==> src/sv/lkvc_pkg.sv <==
package lkvc_pkg;

    // Request type codes
    localparam logic REQ_GET = 1'b0;
    localparam logic REQ_SET = 1'b1;

    // read_value returned on a get miss and on every set
    localparam logic [31:0] MISS_VALUE = 32'hFFFF_FFFF;

    // Register map: capacity is the only register, at byte offset 0
    localparam int          APB_ADDR_W    = 2;
    localparam logic [1:0]  ADDR_CAPACITY = 2'd0;

    localparam int          CAP_W         = 5;
    localparam logic [4:0]  CAP_RESET     = 5'd16;

    typedef enum logic [1:0] {
        ST_IDLE,
        ST_LOOKUP,
        ST_FINISH
    } state_t;

    // Control from the sequencer to the tag/recency array
    typedef struct packed {
        logic update;   // commit the lookup of the current transaction
        logic clear;    // drop every entry
        logic is_set;   // current transaction is a set
    } tag_ctl_t;

endpackage

==> src/sv/lkvc_ifs.sv <==
interface lkvc_req_if;
    logic               valid;
    logic               ready;
    logic               req_type;
    logic signed [31:0] key;
    logic signed [31:0] value;

    modport source (output valid, output req_type, output key, output value, input ready);
    modport sink   (input valid, input req_type, input key, input value, output ready);
endinterface

interface lkvc_rsp_if;
    logic               valid;
    logic               ready;
    logic               hit;
    logic signed [31:0] read_value;

    modport source (output valid, output hit, output read_value, input ready);
    modport sink   (input valid, input hit, input read_value, output ready);
endinterface

==> src/sv/lru_key_value_cache.sv <==
// Steps from request acceptance to the response being presented: accept,
//   tag compare and commit, value read-out into the output register.
// Acceptance: no new request is taken during the compare/commit step; the next
//   one may be accepted as the response loads; a stalled response holds it off.
// Reset: rst_n is asynchronous, active low; all entries invalid, capacity 16
//   (or MAX_ENTRIES if smaller). Writing capacity also drops every entry.
module lru_key_value_cache #(
    parameter int MAX_ENTRIES = 16
) (
    input  logic                          clk,
    input  logic                          rst_n,
    // APB configuration port
    input  logic                          psel,
    input  logic                          penable,
    input  logic                          pwrite,
    input  logic [lkvc_pkg::APB_ADDR_W-1:0] paddr,
    input  logic [31:0]                   pwdata,
    output logic [31:0]                   prdata,
    output logic                          pready,
    // Request and response channels
    lkvc_req_if.sink                      req,
    lkvc_rsp_if.source                    rsp
);

    localparam int IDX_W = (MAX_ENTRIES > 1) ? $clog2(MAX_ENTRIES) : 1;
    localparam int CNT_W = $clog2(MAX_ENTRIES + 1);
    localparam logic [lkvc_pkg::CAP_W-1:0] CAP_INIT =
        (MAX_ENTRIES < 16) ? lkvc_pkg::CAP_W'(MAX_ENTRIES) : lkvc_pkg::CAP_RESET;

    // ------------------------------------------------------------------
    // Configuration: capacity register. A write clears the tag array.
    // ------------------------------------------------------------------
    logic [lkvc_pkg::CAP_W-1:0] cap_reg;
    logic [CNT_W-1:0]           cap_eff;
    logic                       cfg_write;

    assign pready    = 1'b1;
    assign cfg_write = psel && penable && pwrite && (paddr == lkvc_pkg::ADDR_CAPACITY);

    always_ff @(posedge clk or negedge rst_n)
    begin
        if (!rst_n)
        begin
            cap_reg <= CAP_INIT;
        end
        else if (cfg_write)
        begin
            cap_reg <= pwdata[lkvc_pkg::CAP_W-1:0];
        end
    end

    always_comb
    begin
        prdata = '0;
        if (paddr == lkvc_pkg::ADDR_CAPACITY)
        begin
            prdata = 32'(cap_reg);
        end
    end

    // Zero behaves as one; anything above the array size is clamped to it.
    always_comb
    begin
        if (cap_reg == '0)
        begin
            cap_eff = CNT_W'(1);
        end
        else if (32'(cap_reg) > 32'(MAX_ENTRIES))
        begin
            cap_eff = CNT_W'(MAX_ENTRIES);
        end
        else
        begin
            cap_eff = CNT_W'(cap_reg);
        end
    end

    // ------------------------------------------------------------------
    // Sequencer
    //   IDLE   : waiting for a request
    //   LOOKUP : parallel key compare; keys, valid bits, ranks and the value
    //            memory write all commit at the end of this cycle. A get hit
    //            launches the value memory read here.
    //   FINISH : memory read data is back; load the response register. A new
    //            request may be accepted in the same cycle the response loads.
    // ------------------------------------------------------------------
    lkvc_pkg::state_t state_reg;
    lkvc_pkg::state_t state_next;

    logic        req_fire;
    logic        out_free;
    logic        load_out;
    logic        in_ready;

    // Captured request
    logic        req_set_reg;
    logic [31:0] key_reg;
    logic [31:0] value_reg;

    // Lookup outcome carried into FINISH
    logic        rsp_hit_reg;
    logic        rsp_get_reg;

    // Response register
    logic        out_valid_reg;
    logic        out_hit_reg;
    logic [31:0] out_data_reg;

    assign out_free = !out_valid_reg || rsp.ready;
    assign req_fire = req.valid && in_ready;
    assign req.ready = in_ready;

    always_comb
    begin
        state_next = state_reg;
        unique case (state_reg)
            lkvc_pkg::ST_IDLE:
            begin
                if (req_fire)
                begin
                    state_next = lkvc_pkg::ST_LOOKUP;
                end
            end
            lkvc_pkg::ST_LOOKUP:
            begin
                state_next = lkvc_pkg::ST_FINISH;
            end
            lkvc_pkg::ST_FINISH:
            begin
                if (out_free)
                begin
                    state_next = req_fire ? lkvc_pkg::ST_LOOKUP : lkvc_pkg::ST_IDLE;
                end
            end
            default:
            begin
                state_next = lkvc_pkg::ST_IDLE;
            end
        endcase
    end

    always_comb
    begin
        in_ready = 1'b0;
        load_out = 1'b0;
        unique case (state_reg)
            lkvc_pkg::ST_IDLE:
            begin
                in_ready = 1'b1;
            end
            lkvc_pkg::ST_LOOKUP:
            begin
                in_ready = 1'b0;
            end
            lkvc_pkg::ST_FINISH:
            begin
                in_ready = out_free;
                load_out = out_free;
            end
            default:
            begin
                in_ready = 1'b0;
            end
        endcase
    end

    always_ff @(posedge clk or negedge rst_n)
    begin
        if (!rst_n)
        begin
            state_reg <= lkvc_pkg::ST_IDLE;
        end
        else
        begin
            state_reg <= state_next;
        end
    end

    always_ff @(posedge clk)
    begin
        if (req_fire)
        begin
            req_set_reg <= (req.req_type == lkvc_pkg::REQ_SET);
            key_reg     <= req.key;
            value_reg   <= req.value;
        end
    end

    // ------------------------------------------------------------------
    // Tag / recency array and value memory
    // ------------------------------------------------------------------
    lkvc_pkg::tag_ctl_t tag_ctl;
    logic               hit;
    logic [IDX_W-1:0]   hit_slot;
    logic [IDX_W-1:0]   set_slot;
    logic               ram_we;
    logic               ram_re;
    logic [31:0]        ram_rdata;

    always_comb
    begin
        tag_ctl.update = (state_reg == lkvc_pkg::ST_LOOKUP);
        tag_ctl.clear  = cfg_write;
        tag_ctl.is_set = req_set_reg;
    end

    lkvc_tag_array #(
        .MAX_ENTRIES (MAX_ENTRIES),
        .IDX_W       (IDX_W),
        .CNT_W       (CNT_W)
    ) u_tags (
        .clk      (clk),
        .rst_n    (rst_n),
        .ctl      (tag_ctl),
        .key      (key_reg),
        .cap_eff  (cap_eff),
        .hit      (hit),
        .hit_slot (hit_slot),
        .set_slot (set_slot)
    );

    // A transaction either writes (set) or reads (get) the value memory,
    // never both, and the write lands before the next lookup, so no
    // forwarding path is needed.
    assign ram_we = (state_reg == lkvc_pkg::ST_LOOKUP) && req_set_reg;
    assign ram_re = (state_reg == lkvc_pkg::ST_LOOKUP) && !req_set_reg && hit;

    lkvc_value_ram #(
        .DEPTH  (MAX_ENTRIES),
        .ADDR_W (IDX_W)
    ) u_values (
        .clk   (clk),
        .we    (ram_we),
        .waddr (set_slot),
        .wdata (value_reg),
        .re    (ram_re),
        .raddr (hit_slot),
        .rdata (ram_rdata)
    );

    always_ff @(posedge clk)
    begin
        if (state_reg == lkvc_pkg::ST_LOOKUP)
        begin
            rsp_hit_reg <= hit;
            rsp_get_reg <= !req_set_reg;
        end
    end

    // ------------------------------------------------------------------
    // Response register; holds while the sink stalls.
    // ------------------------------------------------------------------
    always_ff @(posedge clk or negedge rst_n)
    begin
        if (!rst_n)
        begin
            out_valid_reg <= 1'b0;
        end
        else if (load_out)
        begin
            out_valid_reg <= 1'b1;
        end
        else if (rsp.ready)
        begin
            out_valid_reg <= 1'b0;
        end
    end

    always_ff @(posedge clk)
    begin
        if (load_out)
        begin
            out_hit_reg  <= rsp_hit_reg;
            out_data_reg <= (rsp_get_reg && rsp_hit_reg) ? ram_rdata : lkvc_pkg::MISS_VALUE;
        end
    end

    assign rsp.valid      = out_valid_reg;
    assign rsp.hit        = out_hit_reg;
    assign rsp.read_value = out_data_reg;

`ifndef SYNTHESIS
    a_lookup_one_cycle: assert property (@(posedge clk) disable iff (!rst_n)
        state_reg == lkvc_pkg::ST_LOOKUP |=> state_reg == lkvc_pkg::ST_FINISH)
        else $error("lookup did not advance to finish");

    a_accept_starts_lookup: assert property (@(posedge clk) disable iff (!rst_n)
        req.valid && req.ready |=> state_reg == lkvc_pkg::ST_LOOKUP)
        else $error("accepted request did not start a lookup");

    a_miss_all_ones: assert property (@(posedge clk) disable iff (!rst_n)
        rsp.valid && !rsp.hit |-> rsp.read_value == lkvc_pkg::MISS_VALUE)
        else $error("miss response carries a stored value");

    a_rsp_from_finish: assert property (@(posedge clk) disable iff (!rst_n)
        $rose(rsp.valid) |-> $past(state_reg) == lkvc_pkg::ST_FINISH)
        else $error("response raised outside finish");
`endif

endmodule

==> src/sv/lkvc_value_ram.sv <==
module lkvc_value_ram #(
    parameter int DEPTH  = 16,
    parameter int ADDR_W = 4
) (
    input  logic              clk,
    input  logic              we,
    input  logic [ADDR_W-1:0] waddr,
    input  logic [31:0]       wdata,
    input  logic              re,
    input  logic [ADDR_W-1:0] raddr,
    output logic [31:0]       rdata
);

    logic [31:0] mem [DEPTH];
    logic [31:0] rdata_reg;

    always_ff @(posedge clk)
    begin
        if (we)
        begin
            mem[waddr] <= wdata;
        end
        if (re)
        begin
            rdata_reg <= mem[raddr];
        end
    end

    assign rdata = rdata_reg;

endmodule

==> src/sv/lkvc_tag_array.sv <==
module lkvc_tag_array #(
    parameter int MAX_ENTRIES = 16,
    parameter int IDX_W       = 4,
    parameter int CNT_W       = 5
) (
    input  logic               clk,
    input  logic               rst_n,
    input  lkvc_pkg::tag_ctl_t ctl,
    input  logic [31:0]        key,
    input  logic [CNT_W-1:0]   cap_eff,
    output logic               hit,
    output logic [IDX_W-1:0]   hit_slot,
    output logic [IDX_W-1:0]   set_slot
);

    // Ranks: 0 is most recent; valid ranks always form 0..count-1.
    logic [31:0]            keys_reg  [MAX_ENTRIES];
    logic [MAX_ENTRIES-1:0] valid_reg;
    logic [MAX_ENTRIES-1:0] valid_next;
    logic [IDX_W-1:0]       rank_reg  [MAX_ENTRIES];
    logic [IDX_W-1:0]       rank_next [MAX_ENTRIES];
    logic [CNT_W-1:0]       count_reg;
    logic [CNT_W-1:0]       count_next;

    logic [MAX_ENTRIES-1:0] match;
    logic [MAX_ENTRIES-1:0] oldest;
    logic [CNT_W-1:0]       count_m1;
    logic [IDX_W-1:0]       victim;
    logic [IDX_W-1:0]       hit_rank;
    logic                   has_room;
    logic                   commit;
    logic                   fill;
    logic                   key_write;

    assign count_m1 = count_reg - 1'b1;

    always_comb
    begin
        for (int i = 0; i < MAX_ENTRIES; i++)
        begin
            match[i]  = valid_reg[i] && (keys_reg[i] == key);
            oldest[i] = valid_reg[i] && (rank_reg[i] == count_m1[IDX_W-1:0]);
        end
    end

    assign hit = |match;

    // Keys are unique, so either encoder direction gives the same slot.
    always_comb
    begin
        hit_slot = '0;
        for (int i = MAX_ENTRIES - 1; i >= 0; i--)
        begin
            if (match[i])
            begin
                hit_slot = IDX_W'(i);
            end
        end
    end

    always_comb
    begin
        victim = '0;
        for (int i = 0; i < MAX_ENTRIES; i++)
        begin
            if (oldest[i])
            begin
                victim = IDX_W'(i);
            end
        end
    end

    assign hit_rank = rank_reg[hit_slot];
    assign has_room = count_reg < cap_eff;
    assign set_slot = hit ? hit_slot : (has_room ? count_reg[IDX_W-1:0] : victim);

    assign commit    = ctl.update && (hit || ctl.is_set);
    assign fill      = ctl.update && ctl.is_set && !hit && has_room;
    assign key_write = ctl.update && ctl.is_set && !hit;

    always_comb
    begin
        valid_next = valid_reg;
        count_next = count_reg;
        for (int i = 0; i < MAX_ENTRIES; i++)
        begin
            rank_next[i] = rank_reg[i];
            if (commit)
            begin
                if (IDX_W'(i) == set_slot)
                begin
                    rank_next[i] = '0;
                end
                else if (valid_reg[i] && (!hit || (rank_reg[i] < hit_rank)))
                begin
                    rank_next[i] = rank_reg[i] + 1'b1;
                end
            end
        end
        if (fill)
        begin
            valid_next[set_slot] = 1'b1;
            count_next           = count_reg + 1'b1;
        end
        if (ctl.clear)
        begin
            valid_next = '0;
            count_next = '0;
            for (int i = 0; i < MAX_ENTRIES; i++)
            begin
                rank_next[i] = '0;
            end
        end
    end

    always_ff @(posedge clk or negedge rst_n)
    begin
        if (!rst_n)
        begin
            valid_reg <= '0;
            count_reg <= '0;
            for (int i = 0; i < MAX_ENTRIES; i++)
            begin
                rank_reg[i] <= '0;
            end
        end
        else
        begin
            valid_reg <= valid_next;
            count_reg <= count_next;
            for (int i = 0; i < MAX_ENTRIES; i++)
            begin
                rank_reg[i] <= rank_next[i];
            end
        end
    end

    always_ff @(posedge clk)
    begin
        if (key_write)
        begin
            keys_reg[set_slot] <= key;
        end
    end

endmodule

==> src/flat_wrapper.sv <==
// flat-port wrapper written by rule: the top's interface ports become plain ports
module lru_key_value_cache_flat 
#(
    parameter int MAX_ENTRIES = 16
)
  (clk, rst_n, psel, penable, pwrite, paddr, pwdata, prdata, pready, req_valid, req_req_type, req_key, req_value, req_ready, rsp_valid, rsp_hit, rsp_read_value, rsp_ready);
  lkvc_req_if req_i ();
  lkvc_rsp_if rsp_i ();
  input  logic clk;
  input  logic rst_n;
  input  logic psel;
  input  logic penable;
  input  logic pwrite;
  input  logic [lkvc_pkg::APB_ADDR_W-1:0] paddr;
  input  logic [31:0] pwdata;
  output logic [31:0] prdata;
  output logic pready;
  input wire logic [$bits(req_i.valid)-1:0] req_valid;
  input wire logic [$bits(req_i.req_type)-1:0] req_req_type;
  input wire logic [$bits(req_i.key)-1:0] req_key;
  input wire logic [$bits(req_i.value)-1:0] req_value;
  output wire logic [$bits(req_i.ready)-1:0] req_ready;
  output wire logic [$bits(rsp_i.valid)-1:0] rsp_valid;
  output wire logic [$bits(rsp_i.hit)-1:0] rsp_hit;
  output wire logic [$bits(rsp_i.read_value)-1:0] rsp_read_value;
  input wire logic [$bits(rsp_i.ready)-1:0] rsp_ready;
  assign req_i.valid = req_valid;
  assign req_i.req_type = req_req_type;
  assign req_i.key = req_key;
  assign req_i.value = req_value;
  assign req_ready = req_i.ready;
  assign rsp_valid = rsp_i.valid;
  assign rsp_hit = rsp_i.hit;
  assign rsp_read_value = rsp_i.read_value;
  assign rsp_i.ready = rsp_ready;
  lru_key_value_cache #(.MAX_ENTRIES(MAX_ENTRIES)) u_core (.clk(clk), .rst_n(rst_n), .psel(psel), .penable(penable), .pwrite(pwrite), .paddr(paddr), .pwdata(pwdata), .prdata(prdata), .pready(pready), .req(req_i), .rsp(rsp_i));
endmodule
==> config.mk <==
export PLATFORM = sky130hd
export DESIGN_NAME = lru_key_value_cache_flat
export DESIGN_NICKNAME = d
export VERILOG_FILES = /design/src/sv/lkvc_pkg.sv /design/src/sv/lkvc_ifs.sv /design/src/sv/lru_key_value_cache.sv /design/src/sv/lkvc_value_ram.sv /design/src/sv/lkvc_tag_array.sv /design/src/flat_wrapper.sv
export SDC_FILE = /design/constraint.sdc
export NUM_CORES = 2
export LEC_CHECK = 0
export BUFFER_PORTS_ARGS = -buffer_cell sky130_fd_sc_hd__buf_4
export CORE_UTILIZATION = 49
export CTS_BUF_LIST = sky130_fd_sc_hd__clkbuf_2 sky130_fd_sc_hd__clkbuf_4 sky130_fd_sc_hd__clkbuf_8
export CTS_CLUSTER_SIZE = 14
export DETAILED_ROUTE_END_ITERATION = 12
export PLACE_DENSITY = 0.64
export SETUP_SLACK_MARGIN = 0.5
export SLEW_MARGIN = 20
export SYNTH_ARGS = -nofsm -noshare
export SYNTH_HDL_FRONTEND = slang
export SYNTH_HIERARCHICAL = 1
export SYNTH_SLANG_ARGS = --single-unit
==> constraint.sdc <==
create_clock -name clk -period 6.7 [get_ports clk]
set_input_delay 1.005 -clock clk [delete_from_list [all_inputs] [get_ports clk]]
set_output_delay 1.005 -clock clk [all_outputs]
set_load 0.1 [all_outputs]
# Word level (Yosys, flattened, before mapping)
# Memories as Yosys holds them, arrays and structs flattened. A register that Yosys moved wholly into a read port is not among the register bits.
# Cells that the tools add are included.
# word_totals
reg_bits	193
ram_bits	1024
memories	2
# memory_table
name	depth	width	read_ports	rd_clocked_by_memory_dff	write_ports	line	text
u_core.u_tags.keys_reg	16	32	16	0	1	lkvc_tag_array.sv:17	logic [31:0] keys_reg [MAX_ENTRIES];
u_core.u_values.mem	16	32	1	1	1	lkvc_value_ram.sv:14	logic [31:0] mem [DEPTH];
# op_classes
n_addsub	18
n_mux	106
bitwise_logic	2
eq_ne	50
n_reduce_logical	121
n_lt_le_gt_ge	21
# op_table
op	n
$eq A32 B32 Y1	16
$mux W4	82
$add A4 B1 Y4 const B	16
$lt A4 B4 Y1	16
$mux W64	1
$eq A4 B4 Y1	15
$logic_and A1 B1 Y1	59
$reduce_bool A3 Y1	16
$reduce_and A2 Y1	17
$eq A4 B4 Y1 const A	8
$mux W16	2
$mux W5	5
$logic_or A1 B1 Y1	18
$bmux W4 S4	1
$eq A3 B4 Y1 const A	4
$or A16 B16 Y16	1
$reduce_or A16 Y1	1
$mux W1	10
$eq A2 B4 Y1 const A	2
$pmux W2 S3	1
$reduce_bool A2 Y1	3
$add A5 B1 Y5 const B	1
$ge A5 B5 Y1 const B	1
$gt A5 B5 Y1 const B	1
other kinds (16)	21

# Logic depth before layout (Yosys ltp)
# An unclocked memory read counts as a cell.
# logic_depth
depth_word	30
depth_mapped	26
depth_no_buf	22

# Hierarchy
# The synthesis kept the hierarchy.
# by_module_without_submodules
module	cells_each	n_inst	seq_area_each_um2	area_each_um2
lkvc_tag_array	2499	1	17501.8	31276.2
lkvc_value_ram	838	1	16335.7	20155.6
lru_key_value_cache	207	1	3204.3	3876.2

# Worst setup path after synthesis
# OpenSTA, ideal clock, no wires.
# synth_path
kind	reg2reg
from	reg u_core.u_tags.count_reg[0]
to	mem u_core.u_tags.keys_reg[2][0] (enable)
setup_slack_ns	-0.609
t_arrival_ns	6.807
setup_time_ns	0.501
path_stages_with_launch	17
n_path_buf	4
required_time_ns	6.199
path_cell_list	dfrtp_1 buf_2 buf_1 inv_1 ha_1 clkbuf_1 buf_2 xor2_1 nand3_1 or3_1 nor2b_1 nor4_1 o31ai_1 o211ai_1 nor2b_1 inv_2 nor4_1
# synth_between
elab_chain_len	20
# synth_lines
item	line	text
start, declared	lkvc_tag_array.sv:22	logic [CNT_W-1:0] count_reg;
start signal, assigned	lkvc_tag_array.sv:130	count_reg <= count_next;
$sub A4 B1 Y4	lkvc_tag_array.sv:35	assign count_m1 = count_reg - 1'b1;
$eq A4 B4 Y1	lkvc_tag_array.sv:42	oldest[i] = valid_reg[i] && (rank_reg[i] == count_m1[IDX_W-1:0]);
$logic_and A1 B1 Y1	lkvc_tag_array.sv:42	
$mux W1	lkvc_tag_array.sv:66	if (oldest[i])
$mux W4 (14 in a row)	lkvc_tag_array.sv:66	
$mux W4 (*) (2 in a row)	lkvc_tag_array.sv:75	assign set_slot = hit ? hit_slot : (has_room ? count_reg[IDX_W-1:0] : victim);
via u_core.set_slot[0]	lru_key_value_cache.sv:195	logic [IDX_W-1:0] set_slot;
end, declared	lkvc_tag_array.sv:17	
# Mark *: on every way through the listed nets, which the timed path passes. The rest lies on a longest branch.

# Final worst setup path
# layout_path
from	reg u_core.key_reg[27]
to	reg u_core/u_tags/rank_reg[38] (netlist bit)
# layout_between
elab_chain_len	27
# layout_lines
item	line	text
start, declared	lru_key_value_cache.sv:97	logic [31:0] key_reg;
start signal, assigned	lru_key_value_cache.sv:184	key_reg <= req.key;
$eq A32 B32 Y1	lkvc_tag_array.sv:41	match[i] = valid_reg[i] && (keys_reg[i] == key);
$logic_and A1 B1 Y1	lkvc_tag_array.sv:41	
$mux W4 (16 in a row)	lkvc_tag_array.sv:54	if (match[i])
$not A4 Y5 (implied by the code)	lkvc_tag_array.sv:73	assign hit_rank = rank_reg[hit_slot];
$bmux W4 S4	lkvc_tag_array.sv:73	
$mux W4 (implied by the code) (2 in a row)	lkvc_tag_array.sv:73	
$lt A4 B4 Y1	lkvc_tag_array.sv:94	else if (valid_reg[i] && (!hit || (rank_reg[i] < hit_rank)))
$logic_or A1 B1 Y1	lkvc_tag_array.sv:94	
$logic_and A1 B1 Y1	lkvc_tag_array.sv:94	
$reduce_bool A3 Y1 (no source line)	n/a	
$reduce_and A2 Y1 (no source line)	n/a	
end signal, assigned by index	lkvc_tag_array.sv:133	rank_reg[i] <= rank_next[i];
end, declared	lkvc_tag_array.sv:20	logic [IDX_W-1:0] rank_reg [MAX_ENTRIES];
# Several ways; a longest one is shown, not always the timed one. The select of a mux whose other input is x is not followed.
# A chain may end at the register's enable or synchronous reset.

==> reports/results.ini <==
[flow_run]
max-cap-violations=0

[route]
detail_route.iter0.violations=3360
via_count=32660
detailed_routing_iterations_pass_1=6
drcViolationCount=0
ant_nets=0
total_routed_length_mm=139.3
routed_via_count_divided_by_cell_count=5.867
avgRoutedWirePerCell_um=25.02

[clock_network]
cts_buffers=199
path_clk_slew_ns=0.07
clk_root_buf=sky130_fd_sc_hd__clkbuf_8
ctsHtreeMaxLevel=4
cts.sinks=1249
holdBufCountCts=0
worstSkewPairLatency_ns=0.90
cts_tree=done
clock_tree.buffer_depth=3

[timing]
min_period_over_period=0.8579
final_max_slew_viol_count=0
worst_slew_pin_slew_ns=1.161
timing.final.setup_violations=0
grt_setup_unrepaired=no
maxSlewHeadroom=0.2259
highest_clock_rate_ghz=0.1740
report.final.hold_viol_count=0
clock-skew-final_ns=0.04455
final.setup.tns_ns=0
fin_crit_ns=5.748

[synthesis]
yosys-top-cells-area=sky130_fd_sc_hd__edfxtp_1 63%, sky130_fd_sc_hd__xor2_1 6.9%, sky130_fd_sc_hd__mux4_2 5.2%
ys_seq_elements=1249
synth_async_sr_flop_share=0.07446
syn_inst_count=3544
syn_area_um2=55310
ys_seq_area_frac=0.6697
synth_top_cell_by_area=sky130_fd_sc_hd__edfxtp_1
yosysWarnings=6
yosys.cell_count.top_type=sky130_fd_sc_hd__edfxtp_1
synthFlopType=sky130_fd_sc_hd__edfxtp_1
yosys.cell_types.count=98
synthesis.area_per_instance_um2=15.61
synth_enable_flop_cells=1156
area_fraction_of_the_dominant_cell_type_after_synthesis=0.6276
synth_top_cells_by_count=1,156 x sky130_fd_sc_hd__edfxtp_1, 436 x sky130_fd_sc_hd__xor2_1, 184 x sky130_fd_sc_hd__nor4_1, 149 x sky130_fd_sc_hd__nand2_1, 128 x sky130_fd_sc_hd__mux4_2

[grt]
grt_antenna_before_repair=4
grt_max_degree=129
grt_pass1_wl_mm=205.0
first_global_vias=32020
aggregate_global_routing_overflow=0
total_routing_resource_utilization_after_global_routing=0.2455

[floorplanning]
die_area_um2=114200
initial_util=0.4970
design.core.area_um2=111300
die_y_um=338.0
ioPinCount=174
std_cell_rows=122
floorplan.die.width_um=338.0

[worst_setup_path]
endpoint_kind=register
crit-reg2reg-launch=u_core/key_reg[27]
critical_path.n_buffers_inverters=3
worstRegToRegCells=24
worst-endpoint-required_ns=7.46
reg2reg_to=u_core/u_tags/rank_reg[38]
worst_path_max_delay_cell=sky130_fd_sc_hd__or4_1
worst-r2r-setup-slack_ns=0.95
timing.critical_path.max_delay_family=simple AND/OR/NAND/NOR gates
crit_arrival_ns=6.51
cpPeakStageDelay_ns=0.63
path_max_fanout=24
path_cells=buf_4 -> xor2_1 -> nor4_1 -> nand3_1 -> or4_1 -> and4_1 -> and2_1 -> o21ai_4 -> buf_4 -> nand2_1 -> o21ai_0 -> nor2_1 -> a211o_1 -> o21ai_0 -> o21ai_2 -> buf_4 -> ha_1 -> o21ai_0 -> nand2b_1 -> a21oi_1 -> o21ai_0 -> o21ai_1 -> and4_1 -> a211o_1
timing.critical_path.mode_cell=sky130_fd_sc_hd__o21ai_0
timing.setup.critical_path_class=register to register
cp-start-kind=register

[place]
placement.io_buffers=118
place_hpwl_mm=85.19
gp_congestion=0.8879

[layout]
num-nets-final=4087
layout_overhead_on_the_synthesized_area_pct=14.63
fillCellCount=8636
share_of_layout_cells_above_drive_strength_1=0.2279

[power_and_ir_drop]
ir_drop_uv=263.3
total_power_consumption_uw=21250
power_density_nw_per_um2=335.1
power.static_leakage_uw=0.02161

[status]
run_status=finished, final reports clean

[min_path]
hold_path.class=primary input to async pin

## per-stage QoR
stage	hold slack (ns)	instances	utilization	instance area (um2)	setup slack [ns]
global route	0.1502	5567	0.5697	63400	0.5034
global placement	0.4348	5170	0.5318	59180	0.7107
CTS	0.1190	5537	0.5671	63110	0.6647
detailed placement	0.4340	5170	0.5318	59180	0.6884
finish	0.1610	5567	0.5697	63400	0.9521
floorplan	0.4262	3570	-	55450	0.5234
## placed cells by master (no fill, tap or decap), types with 30 or more instances in the layout
cell,count
sky130_fd_sc_hd__nand4_1,82
sky130_fd_sc_hd__nor2_1,79
sky130_fd_sc_hd__clkbuf_4,80
sky130_fd_sc_hd__nand3_1,75
sky130_fd_sc_hd__o21ai_0,81
sky130_fd_sc_hd__clkbuf_8,202
sky130_fd_sc_hd__nor3_1,53
sky130_fd_sc_hd__xnor2_1,124
sky130_fd_sc_hd__clkinv_2,30
sky130_fd_sc_hd__dfrtp_1,92
sky130_fd_sc_hd__a21oi_1,55
sky130_fd_sc_hd__nor4_1,179
sky130_fd_sc_hd__nand2_1,148
sky130_fd_sc_hd__buf_12,42
sky130_fd_sc_hd__edfxtp_1,1156
sky130_fd_sc_hd__ha_1,70
sky130_fd_sc_hd__xor2_1,436
sky130_fd_sc_hd__a22oi_1,65
sky130_fd_sc_hd__inv_1,45
sky130_fd_sc_hd__or2_2,41
sky130_fd_sc_hd__clkinv_1,40
sky130_fd_sc_hd__mux4_2,128
sky130_fd_sc_hd__buf_4,284
## per-layer routing
| layer | vias up | track usage | share of wire |
|---|---|---|---|
| li1 | 14540 | - | - |
| met1 | 16580 | 0.3602 | 0.45 |
| met2 | 1325 | 0.3730 | 0.46 |
| met3 | 214 | 0.04165 | 0.071 |
| met4 | 4 | 0.08106 | 0.024 |
| met5 | - | 0 | 0.00019 |
## worst max-delay path by stage
stage                                     to  cells past startpoint                        from  slack, ns
3_3_place_gp      u_core/u_tags/rank_reg[38]                     21          u_core/key_reg[28]       0.71
4_1_cts           u_core/u_tags/rank_reg[53]                     22          u_core/key_reg[28]       0.66
2_1_floorplan  u_core/u_tags/keys_reg[14][0]                     15  u_core/u_tags/count_reg[0]       0.52
5_1_grt           u_core/u_tags/rank_reg[53]                     22          u_core/key_reg[27]       0.50
3_5_place_dp      u_core/u_tags/rank_reg[53]                     21          u_core/key_reg[28]       0.69
6_report          u_core/u_tags/rank_reg[38]                     24          u_core/key_reg[27]       0.95
## cells by family after synthesis
logic type	after synthesis	share of synthesized area
flip-flops	1249	0.6697
AND/OR/NAND/NOR	870	0.08852
XOR/XNOR	576	0.09495
AO/OA/AOI/OAI	393	0.05119
buffers and inverters	234	0.02323
multiplexers	150	0.05640
adder cells (fa/ha/maj)	70	0.01584
other	2	0.0001358
## worst register-to-register path: cells and delay by family, from the launching register on
kind / cells / cell delay [ns]
buf+inv: 3 / 0.91
simple gates: 9 / 2.07
fa+ha+maj: 1 / 0.28
flops: 1 / 0.41
compound gates: 10 / 1.73
xor+xnor: 1 / 0.24
## area by class of cell
cell class / instances / area (um2) / area share
tap: 1488 / 1862 / 0.02937
inverter: 48 / 180.2 / 0.002842
antenna: 2 / 5.005 / 0.00007894
clock inverter: 85 / 543.0 / 0.008565
timing repair buffer: 326 / 2973 / 0.04689
sequential: 1249 / 37040 / 0.5842
clock buffer: 282 / 3381 / 0.05332
multi-input combinational: 2087 / 17420 / 0.2747
## power by group
group          switching, uW  leakage (uW)  internal [uW]
Sequential               702        0.0115           9240
Clock                   3020       0.00211           3390
Combinational           3030       0.00796           1860
## what timing repair did
| action | in CTS | in global routing |
|---|---|---|
| buffers inserted | 0 | 27 |
| resized for setup | 0 | 2 |
| endpoints found under the setup margin | 0 | 52 |
Power figures use the tool's default switching activity.
